==> config.mk <==
export PLATFORM = sky130hd
export DESIGN_NAME = selective_repeat_arq_sender
export DESIGN_NICKNAME = d
export VERILOG_FILES = /design/src/srarq_pkg.sv /design/src/srarq_mod_unit.sv /design/src/selective_repeat_arq_sender.sv
export SDC_FILE = /design/constraint.sdc
export NUM_CORES = 2
export LEC_CHECK = 0
export BUFFER_PORTS_ARGS = -buffer_cell sky130_fd_sc_hd__buf_4
export CELL_PAD_IN_SITES_DETAIL_PLACEMENT = 1
export CELL_PAD_IN_SITES_GLOBAL_PLACEMENT = 1
export CORE_ASPECT_RATIO = 1.4
export CORE_MARGIN = 2
export CORE_UTILIZATION = 26
export DETAILED_ROUTE_END_ITERATION = 12
export PLACE_DENSITY_LB_ADDON = 0.1
export SYNTH_ARGS = -nofsm -noshare
export SYNTH_HDL_FRONTEND = slang
export SYNTH_SLANG_ARGS = --single-unit
==> constraint.sdc <==
create_clock -name i_clk -period 8.05 [get_ports i_clk]
set_input_delay 0.4025 -clock i_clk [delete_from_list [all_inputs] [get_ports i_clk]]
set_output_delay 0.4025 -clock i_clk [all_outputs]
set_load 0.1 [all_outputs]
==> src/srarq_pkg.sv <==
// Shared types and constants for the selective-repeat ARQ sender.
package srarq_pkg;

    localparam int DEF_WINDOW_DEPTH = 64;

    localparam int SEQ_W  = 16;
    localparam int WIN_W  = 7;     // window size, up to 64 slots
    localparam int WBITS_W = 3;
    localparam int RTO_W  = 15;
    localparam int SLOTO_W = 6;

    localparam logic [WBITS_W-1:0] RST_WINDOW_BITS = 3'd3;
    localparam logic [RTO_W-1:0]   RST_RTO_TICKS   = 15'd20;

    localparam logic CFG_WINDOW_BITS = 1'b0;
    localparam logic CFG_RTO_TICKS   = 1'b1;

    localparam logic [1:0] OP_NEW   = 2'd0;
    localparam logic [1:0] OP_REPLY = 2'd1;
    localparam logic [1:0] OP_TICK  = 2'd2;
    localparam logic [1:0] OP_SPARE = 2'd3;   // unused, ignored

    localparam logic [1:0] KIND_ACK   = 2'd0;
    localparam logic [1:0] KIND_NAK   = 2'd1;
    localparam logic [1:0] KIND_OTHER = 2'd2;  // other frame types, ignored
    localparam logic [1:0] KIND_SPARE = 2'd3;

    localparam logic [1:0] ACT_NONE   = 2'd0;
    localparam logic [1:0] ACT_SEND   = 2'd1;
    localparam logic [1:0] ACT_RETX   = 2'd2;
    localparam logic [1:0] ACT_REFUSE = 2'd3;

    typedef enum logic [2:0] {
        ST_IDLE,
        ST_DECODE,
        ST_MOD,
        ST_EXEC,
        ST_CLEAR,
        ST_SCAN,
        ST_FIN
    } t_state;

endpackage

==> src/srarq_mod_unit.sv <==
// Bit-serial remainder unit: sequence number modulo window size.
module srarq_mod_unit (
    input  logic                           i_clk,
    input  logic                           i_rst_n,
    input  logic                           i_start,
    input  logic [srarq_pkg::SEQ_W-1:0]    i_value,
    input  logic [srarq_pkg::WIN_W-1:0]    i_div,
    output logic                           o_done,
    output logic [srarq_pkg::WIN_W-1:0]    o_rem
);

    logic                         r_busy;
    logic                         r_done;
    logic [3:0]                   r_cnt;
    logic [srarq_pkg::SEQ_W-1:0]  r_val;
    logic [srarq_pkg::WIN_W-1:0]  r_rem;
    logic [srarq_pkg::WIN_W:0]    trial;
    logic [srarq_pkg::WIN_W:0]    n_rem;

    // one restoring step per cycle, MSB first
    always_comb begin
        trial = {r_rem, r_val[srarq_pkg::SEQ_W-1]};
        if (trial >= {1'b0, i_div}) begin
            n_rem = trial - {1'b0, i_div};
        end else begin
            n_rem = trial;
        end
    end

    always_ff @(posedge i_clk) begin
        if (!i_rst_n) begin
            r_busy <= 1'b0;
            r_done <= 1'b0;
            r_cnt  <= '0;
        end else begin
            r_done <= 1'b0;
            if (i_start) begin
                r_busy <= 1'b1;
                r_cnt  <= '0;
            end else if (r_busy) begin
                r_cnt <= r_cnt + 4'd1;
                if (r_cnt == 4'd15) begin
                    r_busy <= 1'b0;
                    r_done <= 1'b1;
                end
            end
        end
    end

    always_ff @(posedge i_clk) begin
        if (i_start) begin
            r_val <= i_value;
            r_rem <= '0;
        end else if (r_busy) begin
            r_val <= {r_val[srarq_pkg::SEQ_W-2:0], 1'b0};
            r_rem <= n_rem[srarq_pkg::WIN_W-1:0];
        end
    end

    assign o_done = r_done;
    assign o_rem  = r_rem;

endmodule

==> src/selective_repeat_arq_sender.sv <==
// Selective-repeat ARQ sender window control: top level.
//
// Input channel (i_in_valid / o_in_stall) carries one event: a new-frame
// request, a received ACK/NAK with its checksum flag, or a time tick.
// Every event yields exactly one result transfer on the output channel
// (o_out_valid / i_out_stall): action, sequence number, slot, and the window
// base and next sequence number after the event.
// Every accepted event passes through the remainder unit, an ignored event
// skips it, an ACK also clears each slot that the window slides past, and
// a tick also scans the timers of the outstanding slots up to the first
// timed-out frame. The time an event takes is set by the
// 16-step serial remainder unit (seq mod window) and by the walk over the
// slot timers, one timer memory read a cycle.
// One event is in work at a time; o_in_stall is high from acceptance until
// its result has been moved to the output register, so the next transfer
// comes in the cycle after that at the earliest.
// Reset clears base, next sequence, tick count and all pending bits, and
// loads window_bits 3 and rto_ticks 20. Timer stamps are not cleared.
// A stalled result holds in the output register; the next event can be
// accepted meanwhile but finishes only once the output register frees up.
// Config writes (i_cfg_we) are only legal while no event is in work.
module selective_repeat_arq_sender #(
    parameter int WINDOW_DEPTH = srarq_pkg::DEF_WINDOW_DEPTH
) (
    input  logic                             i_clk,
    input  logic                             i_rst_n,
    // config port
    input  logic                             i_cfg_we,
    input  logic                             i_cfg_idx,
    input  logic [srarq_pkg::RTO_W-1:0]      i_cfg_data,
    // event input
    input  logic                             i_in_valid,
    output logic                             o_in_stall,
    input  logic [1:0]                       i_opcode,
    input  logic [1:0]                       i_reply_kind,
    input  logic [srarq_pkg::SEQ_W-1:0]      i_reply_seq,
    input  logic                             i_check_ok,
    // result output
    output logic                             o_out_valid,
    input  logic                             i_out_stall,
    output logic [1:0]                       o_action,
    output logic [srarq_pkg::SEQ_W-1:0]      o_out_seq,
    output logic [srarq_pkg::SLOTO_W-1:0]    o_out_slot,
    output logic [srarq_pkg::SEQ_W-1:0]      o_base_seq,
    output logic [srarq_pkg::SEQ_W-1:0]      o_next_out_seq
);

    localparam int SLOT_W = $clog2(WINDOW_DEPTH);
    localparam int SW = srarq_pkg::SEQ_W;
    localparam int WW = srarq_pkg::WIN_W;

    // ---------------- state ----------------
    srarq_pkg::t_state r_state, n_state;

    logic [srarq_pkg::WBITS_W-1:0] r_wbits;
    logic [srarq_pkg::RTO_W-1:0]   r_rto;

    logic [SW-1:0] r_base;
    logic [SW-1:0] r_next;
    logic [SW-1:0] r_now;
    logic [WINDOW_DEPTH-1:0] r_pending;
    logic [SW-1:0] r_stamp_mem [WINDOW_DEPTH];
    logic [SW-1:0] r_stamp_q;

    // latched event
    logic [1:0]    r_op;
    logic [1:0]    r_kind;
    logic [SW-1:0] r_rseq;
    logic          r_ok;

    // sequencer working registers
    logic [WW-1:0] r_slot;      // current slot of the walk
    logic [WW-1:0] r_k;         // slots visited
    logic [WW-1:0] r_n;         // slots to visit
    logic [SW-1:0] r_seq;       // sequence number at r_slot
    logic          r_chk_vld;   // a timer read is in flight
    logic [WW-1:0] r_chk_slot;
    logic [SW-1:0] r_chk_seq;

    // pending result
    logic [1:0]    r_res_act;
    logic [SW-1:0] r_res_seq;
    logic [WW-1:0] r_res_slot;

    // output register
    logic                         r_out_vld;
    logic [1:0]                   r_out_act;
    logic [SW-1:0]                r_out_seq;
    logic [srarq_pkg::SLOTO_W-1:0] r_out_slot;
    logic [SW-1:0]                r_out_base;
    logic [SW-1:0]                r_out_next;

    // ---------------- derived values ----------------
    logic [srarq_pkg::WBITS_W-1:0] m_eff;
    logic [WW-1:0]  w_raw;
    logic [WW-1:0]  w;
    logic [SW-1:0]  outstanding;
    logic [SW-1:0]  seq_dist;
    logic           ack_ok;
    logic           nak_ok;
    logic [WW-1:0]  slot_inc;
    logic [srarq_pkg::RTO_W-1:0] rto_eff;
    logic [SW-1:0]  age;
    logic           scan_hit;
    logic           scan_more;

    always_comb begin
        m_eff = (r_wbits == '0) ? srarq_pkg::WBITS_W'(1) : r_wbits;
        w_raw = WW'(1) << (m_eff - srarq_pkg::WBITS_W'(1));
        if (9'(w_raw) > 9'(WINDOW_DEPTH)) begin
            w = WW'(WINDOW_DEPTH);
        end else begin
            w = w_raw;
        end
    end

    assign outstanding = r_next - r_base;
    assign seq_dist    = r_rseq - r_base;
    assign ack_ok      = r_ok && (r_kind == srarq_pkg::KIND_ACK) &&
                         (seq_dist != '0) && (seq_dist <= outstanding);
    assign nak_ok      = r_ok && (r_kind == srarq_pkg::KIND_NAK) && (seq_dist < outstanding);
    assign slot_inc    = (r_slot + WW'(1) == w) ? '0 : r_slot + WW'(1);
    assign rto_eff     = (r_rto == '0) ? srarq_pkg::RTO_W'(1) : r_rto;
    assign age         = r_now - r_stamp_q;
    assign scan_hit    = r_chk_vld && r_pending[SLOT_W'(r_chk_slot)] &&
                         (age >= SW'(rto_eff));
    assign scan_more   = (r_k < r_n);

    // ---------------- remainder unit ----------------
    logic          mod_start;
    logic [SW-1:0] mod_value;
    logic          mod_done;
    logic [WW-1:0] mod_rem;

    srarq_mod_unit u_mod (
        .i_clk   (i_clk),
        .i_rst_n (i_rst_n),
        .i_start (mod_start),
        .i_value (mod_value),
        .i_div   (w),
        .o_done  (mod_done),
        .o_rem   (mod_rem)
    );

    // ---------------- next state ----------------
    logic out_free;
    assign out_free = !r_out_vld || !i_out_stall;

    always_comb begin
        n_state = r_state;
        case (r_state)
            srarq_pkg::ST_IDLE: begin
                if (i_in_valid) n_state = srarq_pkg::ST_DECODE;
            end
            srarq_pkg::ST_DECODE: begin
                case (r_op)
                    srarq_pkg::OP_NEW:   n_state = srarq_pkg::ST_MOD;
                    srarq_pkg::OP_TICK:  n_state = srarq_pkg::ST_MOD;
                    srarq_pkg::OP_REPLY: n_state = (ack_ok || nak_ok) ?
                                                   srarq_pkg::ST_MOD : srarq_pkg::ST_FIN;
                    default:             n_state = srarq_pkg::ST_FIN;
                endcase
            end
            srarq_pkg::ST_MOD: begin
                if (mod_done) n_state = srarq_pkg::ST_EXEC;
            end
            srarq_pkg::ST_EXEC: begin
                if (r_op == srarq_pkg::OP_TICK) begin
                    n_state = srarq_pkg::ST_SCAN;
                end else if (r_op == srarq_pkg::OP_REPLY && ack_ok) begin
                    n_state = srarq_pkg::ST_CLEAR;
                end else begin
                    n_state = srarq_pkg::ST_FIN;
                end
            end
            srarq_pkg::ST_CLEAR: begin
                if (!scan_more) n_state = srarq_pkg::ST_FIN;
            end
            srarq_pkg::ST_SCAN: begin
                if (scan_hit || (!scan_more && !r_chk_vld)) n_state = srarq_pkg::ST_FIN;
            end
            srarq_pkg::ST_FIN: begin
                if (out_free) n_state = srarq_pkg::ST_IDLE;
            end
            default: n_state = srarq_pkg::ST_IDLE;
        endcase
    end

    // ---------------- control outputs ----------------
    logic          out_load;
    logic          stamp_we;
    logic [WW-1:0] stamp_waddr;

    always_comb begin
        o_in_stall  = (r_state != srarq_pkg::ST_IDLE);
        mod_start   = (r_state == srarq_pkg::ST_DECODE);
        mod_value   = (r_op == srarq_pkg::OP_NEW) ? r_next :
                      (r_op == srarq_pkg::OP_TICK) ? r_base :
                      (ack_ok ? r_base : r_rseq);
        out_load    = (r_state == srarq_pkg::ST_FIN) && out_free;
        stamp_we    = 1'b0;
        stamp_waddr = mod_rem;
        case (r_state)
            srarq_pkg::ST_EXEC: begin
                if (r_op == srarq_pkg::OP_NEW) begin
                    stamp_we = (outstanding < SW'(w));
                end else if (r_op == srarq_pkg::OP_REPLY) begin
                    stamp_we = nak_ok;
                end
            end
            srarq_pkg::ST_SCAN: begin
                stamp_we    = scan_hit;
                stamp_waddr = r_chk_slot;
            end
            default: begin
                stamp_we = 1'b0;
            end
        endcase
    end

    // ---------------- timer memory ----------------
    always_ff @(posedge i_clk) begin
        if (stamp_we) begin
            r_stamp_mem[SLOT_W'(stamp_waddr)] <= r_now;
        end
        r_stamp_q <= r_stamp_mem[SLOT_W'(r_slot)];
    end

    // ---------------- control registers ----------------
    always_ff @(posedge i_clk) begin
        if (!i_rst_n) begin
            r_state   <= srarq_pkg::ST_IDLE;
            r_wbits   <= srarq_pkg::RST_WINDOW_BITS;
            r_rto     <= srarq_pkg::RST_RTO_TICKS;
            r_base    <= '0;
            r_next    <= '0;
            r_now     <= '0;
            r_pending <= '0;
            r_chk_vld <= 1'b0;
            r_out_vld <= 1'b0;
        end else begin
            r_state <= n_state;

            if (i_cfg_we) begin
                if (i_cfg_idx == srarq_pkg::CFG_WINDOW_BITS) begin
                    r_wbits <= i_cfg_data[srarq_pkg::WBITS_W-1:0];
                end else begin
                    r_rto <= i_cfg_data;
                end
            end

            case (r_state)
                srarq_pkg::ST_DECODE: begin
                    if (r_op == srarq_pkg::OP_TICK) r_now <= r_now + SW'(1);
                end
                srarq_pkg::ST_EXEC: begin
                    r_chk_vld <= 1'b0;
                    if (r_op == srarq_pkg::OP_NEW && outstanding < SW'(w)) begin
                        r_pending[SLOT_W'(mod_rem)] <= 1'b1;
                        r_next <= r_next + SW'(1);
                    end else if (r_op == srarq_pkg::OP_REPLY && nak_ok) begin
                        r_pending[SLOT_W'(mod_rem)] <= 1'b1;
                    end
                end
                srarq_pkg::ST_CLEAR: begin
                    if (scan_more) begin
                        r_pending[SLOT_W'(r_slot)] <= 1'b0;
                    end else begin
                        r_base <= r_rseq;
                    end
                end
                srarq_pkg::ST_SCAN: begin
                    // read issued this cycle is checked next cycle
                    r_chk_vld <= scan_more && !scan_hit;
                end
                default: begin
                    r_chk_vld <= 1'b0;
                end
            endcase

            if (out_load) begin
                r_out_vld <= 1'b1;
            end else if (!i_out_stall) begin
                r_out_vld <= 1'b0;
            end
        end
    end

    // ---------------- datapath registers ----------------
    always_ff @(posedge i_clk) begin
        case (r_state)
            srarq_pkg::ST_IDLE: begin
                r_op   <= i_opcode;
                r_kind <= i_reply_kind;
                r_rseq <= i_reply_seq;
                r_ok   <= i_check_ok;
            end
            srarq_pkg::ST_DECODE: begin
                r_res_act  <= srarq_pkg::ACT_NONE;
                r_res_seq  <= '0;
                r_res_slot <= '0;
            end
            srarq_pkg::ST_EXEC: begin
                r_slot <= mod_rem;
                r_seq  <= r_base;
                r_k    <= '0;
                if (r_op == srarq_pkg::OP_NEW) begin
                    r_res_act  <= (outstanding < SW'(w)) ?
                                  srarq_pkg::ACT_SEND : srarq_pkg::ACT_REFUSE;
                    r_res_seq  <= r_next;
                    r_res_slot <= mod_rem;
                end else if (r_op == srarq_pkg::OP_REPLY) begin
                    if (nak_ok) begin
                        r_res_act  <= srarq_pkg::ACT_RETX;
                        r_res_seq  <= r_rseq;
                        r_res_slot <= mod_rem;
                    end
                    r_n <= (seq_dist < SW'(w)) ? WW'(seq_dist) : w;
                end else begin
                    r_n <= (outstanding < SW'(w)) ? WW'(outstanding) : w;
                end
            end
            srarq_pkg::ST_CLEAR: begin
                if (scan_more) begin
                    r_slot <= slot_inc;
                    r_k    <= r_k + WW'(1);
                end
            end
            srarq_pkg::ST_SCAN: begin
                if (scan_hit) begin
                    r_res_act  <= srarq_pkg::ACT_RETX;
                    r_res_seq  <= r_chk_seq;
                    r_res_slot <= r_chk_slot;
                end else if (scan_more) begin
                    r_chk_slot <= r_slot;
                    r_chk_seq  <= r_seq;
                    r_slot     <= slot_inc;
                    r_seq      <= r_seq + SW'(1);
                    r_k        <= r_k + WW'(1);
                end
            end
            default: begin
                r_k <= r_k;
            end
        endcase

        if (out_load) begin
            r_out_act  <= r_res_act;
            r_out_seq  <= r_res_seq;
            r_out_slot <= srarq_pkg::SLOTO_W'(r_res_slot);
            r_out_base <= r_base;
            r_out_next <= r_next;
        end
    end

    assign o_out_valid    = r_out_vld;
    assign o_action       = r_out_act;
    assign o_out_seq      = r_out_seq;
    assign o_out_slot     = r_out_slot;
    assign o_base_seq     = r_out_base;
    assign o_next_out_seq = r_out_next;

endmodule
==> results.cfg <==
[place]
place_worst_setup_slack_ns = 1.60
numPortBuffers = 99
hpwlAfterDp_um = 138000
gp_congestion = 0.795
dp_cells = 6643

[power]
powerDensity_nw_per_um2 = 327
power_uw = 21300
ir_worst_vdd_mv = 0.190
leakage_uw = 0.0210

[synth]
ys_seq_elements = 1364
ys_types = 83
synth_area_um2 = 55100
synthTopCellsByArea = edfxtp_1 65%, dfxtp_1 6.0%, a22oi_1 4.3%, ha_1 2.4%, a22o_1 1.7%
syn_nets = 3938
syn-instance-count = 3785
synthTopCellsByCount = 1,200 x edfxtp_1, 316 x a22oi_1, 227 x nand2_1
synth_top_area_share_pct = 65.4
async_flop_share_pct = 0
seq_area_frac_synth_pct = 71.3
synth_area_leader_cell = edfxtp_1
syn_area_per_cell_um2 = 14.6
yosysMostFrequentCell = edfxtp_1
yosysWarningCount = 0
synth_edf_count = 1200
synth_ff_type = edfxtp_1

[global_route]
top_usage_layer = met2
grt.total_usage_pct = 19.6
grt_pass1_wl_um = 297000
gr-usage-met2_pct = 36.5
grt_overflow = 0
grt_pass1_vias = 36800
antenna_found_initial = 5
grt_use_met1_pct = 23.2
use_met3_pct = 2.03
grt_start_max_net_pins = 95

[final_layout]
drive_above_1_share_pct = 14.3
area_growth_syn_to_layout_pct = 18.1
top_regs = r_stamp_mem (1024), r_pending (64)
nets = 4165
final_cells = 6949
largest_register = r_stamp_mem
largest_reg_flops = 1024

[critical_path]
crit_path_end_kind = flop
path_class = reg -> reg
cp-startpoint = r_now[1]
path_max_fanout = 41
timing.rr.start = r_now[1]
startpoint_type = flop
worstPathRequired_ns = 8.45
cp.arrival_ns = 6.80

[floorplan]
ios = 100
chipHeight_um = 549
initial_core_util_pct = 26.1
std_cell_rows = 200
core_area_um2 = 211000
die_w_um = 393
die_area_um2 = 216000

[route]
vias_per_cell = 5.05
drt_iter0_markers = 2450
firstDrtPassIters = 5
wirelength_um = 214000
wire_per_inst_um = 30.9
drc = 0
ant_nets = 0
vias = 35100

[sta]
period_minus_slack_ns = 6.40
drv_slew = 0
rsz0062_at_grt = false
finalSetupTns_ns = 0
holdWs_ns = 0.0655
hold_viol = 0
tightest_slew_ns = 1.22
skew_ns = 0.0819
layout_setup_ws_ns = 1.65
max_freq_mhz = 156
relSlewSlack_pct = 18.8
finalCritPeriodShare_pct = 79.5
finalSetupViolations = 0

[clocking]
cts_hold_buf = 40
cts_num_sinks = 1364
cts_buffers = 155
cts_root_buffer = clkbuf_16
cts_tree = done
clk_pin_slew_ns = 0.06
htreeDepth = 4
cts-resized-gates = 0
clock_latency_ns = 0.84
cts_setup_buffers = 0
clock_tree.buffer_depth = 4

[hold_path]
hp-class = in -> reg
hold_start = i_out_stall

[run_status]
status = finished, final reports clean

[run]
cap_violations = 0
[area by class of cell]
cell class,count,area (um2)
tap,2828,3540
inverter,87,327
fill,22000,146000
clock inverter,65,524
multi-input combinational,2124,14900
sequential,1364,39300
clock buffer,199,4180
antenna,2,5.00
timing repair buffer,280,2260
[worst paths after layout]
kind,cells after the start,to,slack (ns)
worst min-delay path,3,o_out_valid,0.07
worst max register to register,21,r_stamp_mem[6][11],1.65
worst max-delay path,21,r_stamp_mem[6][11],1.65
worst min register to register,0,o_out_seq[4],0.41
[stage by stage]
stage,util (%),cell area [um2]
after global placement,28.4,60000
after detailed placement,28.4,60000
after CTS,30.8,65100
after global routing,30.8,65100
after floorplan,-,55100
final,30.8,65100
[worst max-delay path: stages, from the launching register on]
cell      delay (ns)
dfxtp_2         0.57
fa_1            0.58
a21o_1          0.18
a21oi_1         0.23
o21bai_1        0.10
a21oi_1         0.24
nor2b_1         0.10
o21ai_0         0.21
a21boi_0        0.17
o21ai_0         0.24
a21oi_1         0.12
xor2_1          0.16
ha_1            0.31
nand3_1         0.09
nor3_1          0.20
o41ai_1         0.13
nand3b_1        0.10
mux2i_1         0.24
nor4_1          0.68
a32oi_1         0.13
buf_4           0.25
nor2_2          0.89
[cell families (layout without fill, tap and decap cells)]
family / count (synthesis) / in the layout / synth area share [%]
xor+xnor: 86 / 86 / 1.37
fa+ha+maj: 111 / 111 / 2.57
other cells: 0 / 2 / 0
buf+inv: 297 / 631 / 2.06
simple gates: 729 / 729 / 6.45
flops: 1364 / 1364 / 71.3
mux: 53 / 53 / 1.42
compound gates: 1145 / 1145 / 14.8
[metal layers]
metal	up-vias	share of wire [%]	routed length, um
li1	15600	-	-
met1	18600	40	86800
met2	696	53	115000
met3	256	2.9	6320
met4	0	3.2	6770
met5	-	0	0
[cells in the final DEF (no fill, tap or decap), types with 40 or more instances in the layout]
| cell type | n |
|---|---|
| a22o_1 | 105 |
| nand4_1 | 44 |
| o21ai_0 | 159 |
| edfxtp_1 | 1200 |
| dlygate4sd3_1 | 40 |
| a22oi_1 | 316 |
| a221oi_1 | 103 |
| a31oi_1 | 104 |
| nor2_2 | 66 |
| xor2_1 | 49 |
| clkbuf_16 | 158 |
| nor2_1 | 101 |
| nand2_1 | 226 |
| o211ai_1 | 73 |
| dfxtp_1 | 148 |
| buf_4 | 235 |
| nor3_1 | 40 |
| nand3_1 | 59 |
| ha_1 | 107 |
| inv_1 | 84 |
| a21oi_1 | 120 |
[where the power goes]
group / internal, uW / total (uW) / switching [uW]
sequential: 8050 / 8400 / 353
combinational: 1830 / 6060 / 4230
clock: 3880 / 6840 / 2960
No activity file was read; power rests on OpenSTA's default activity.
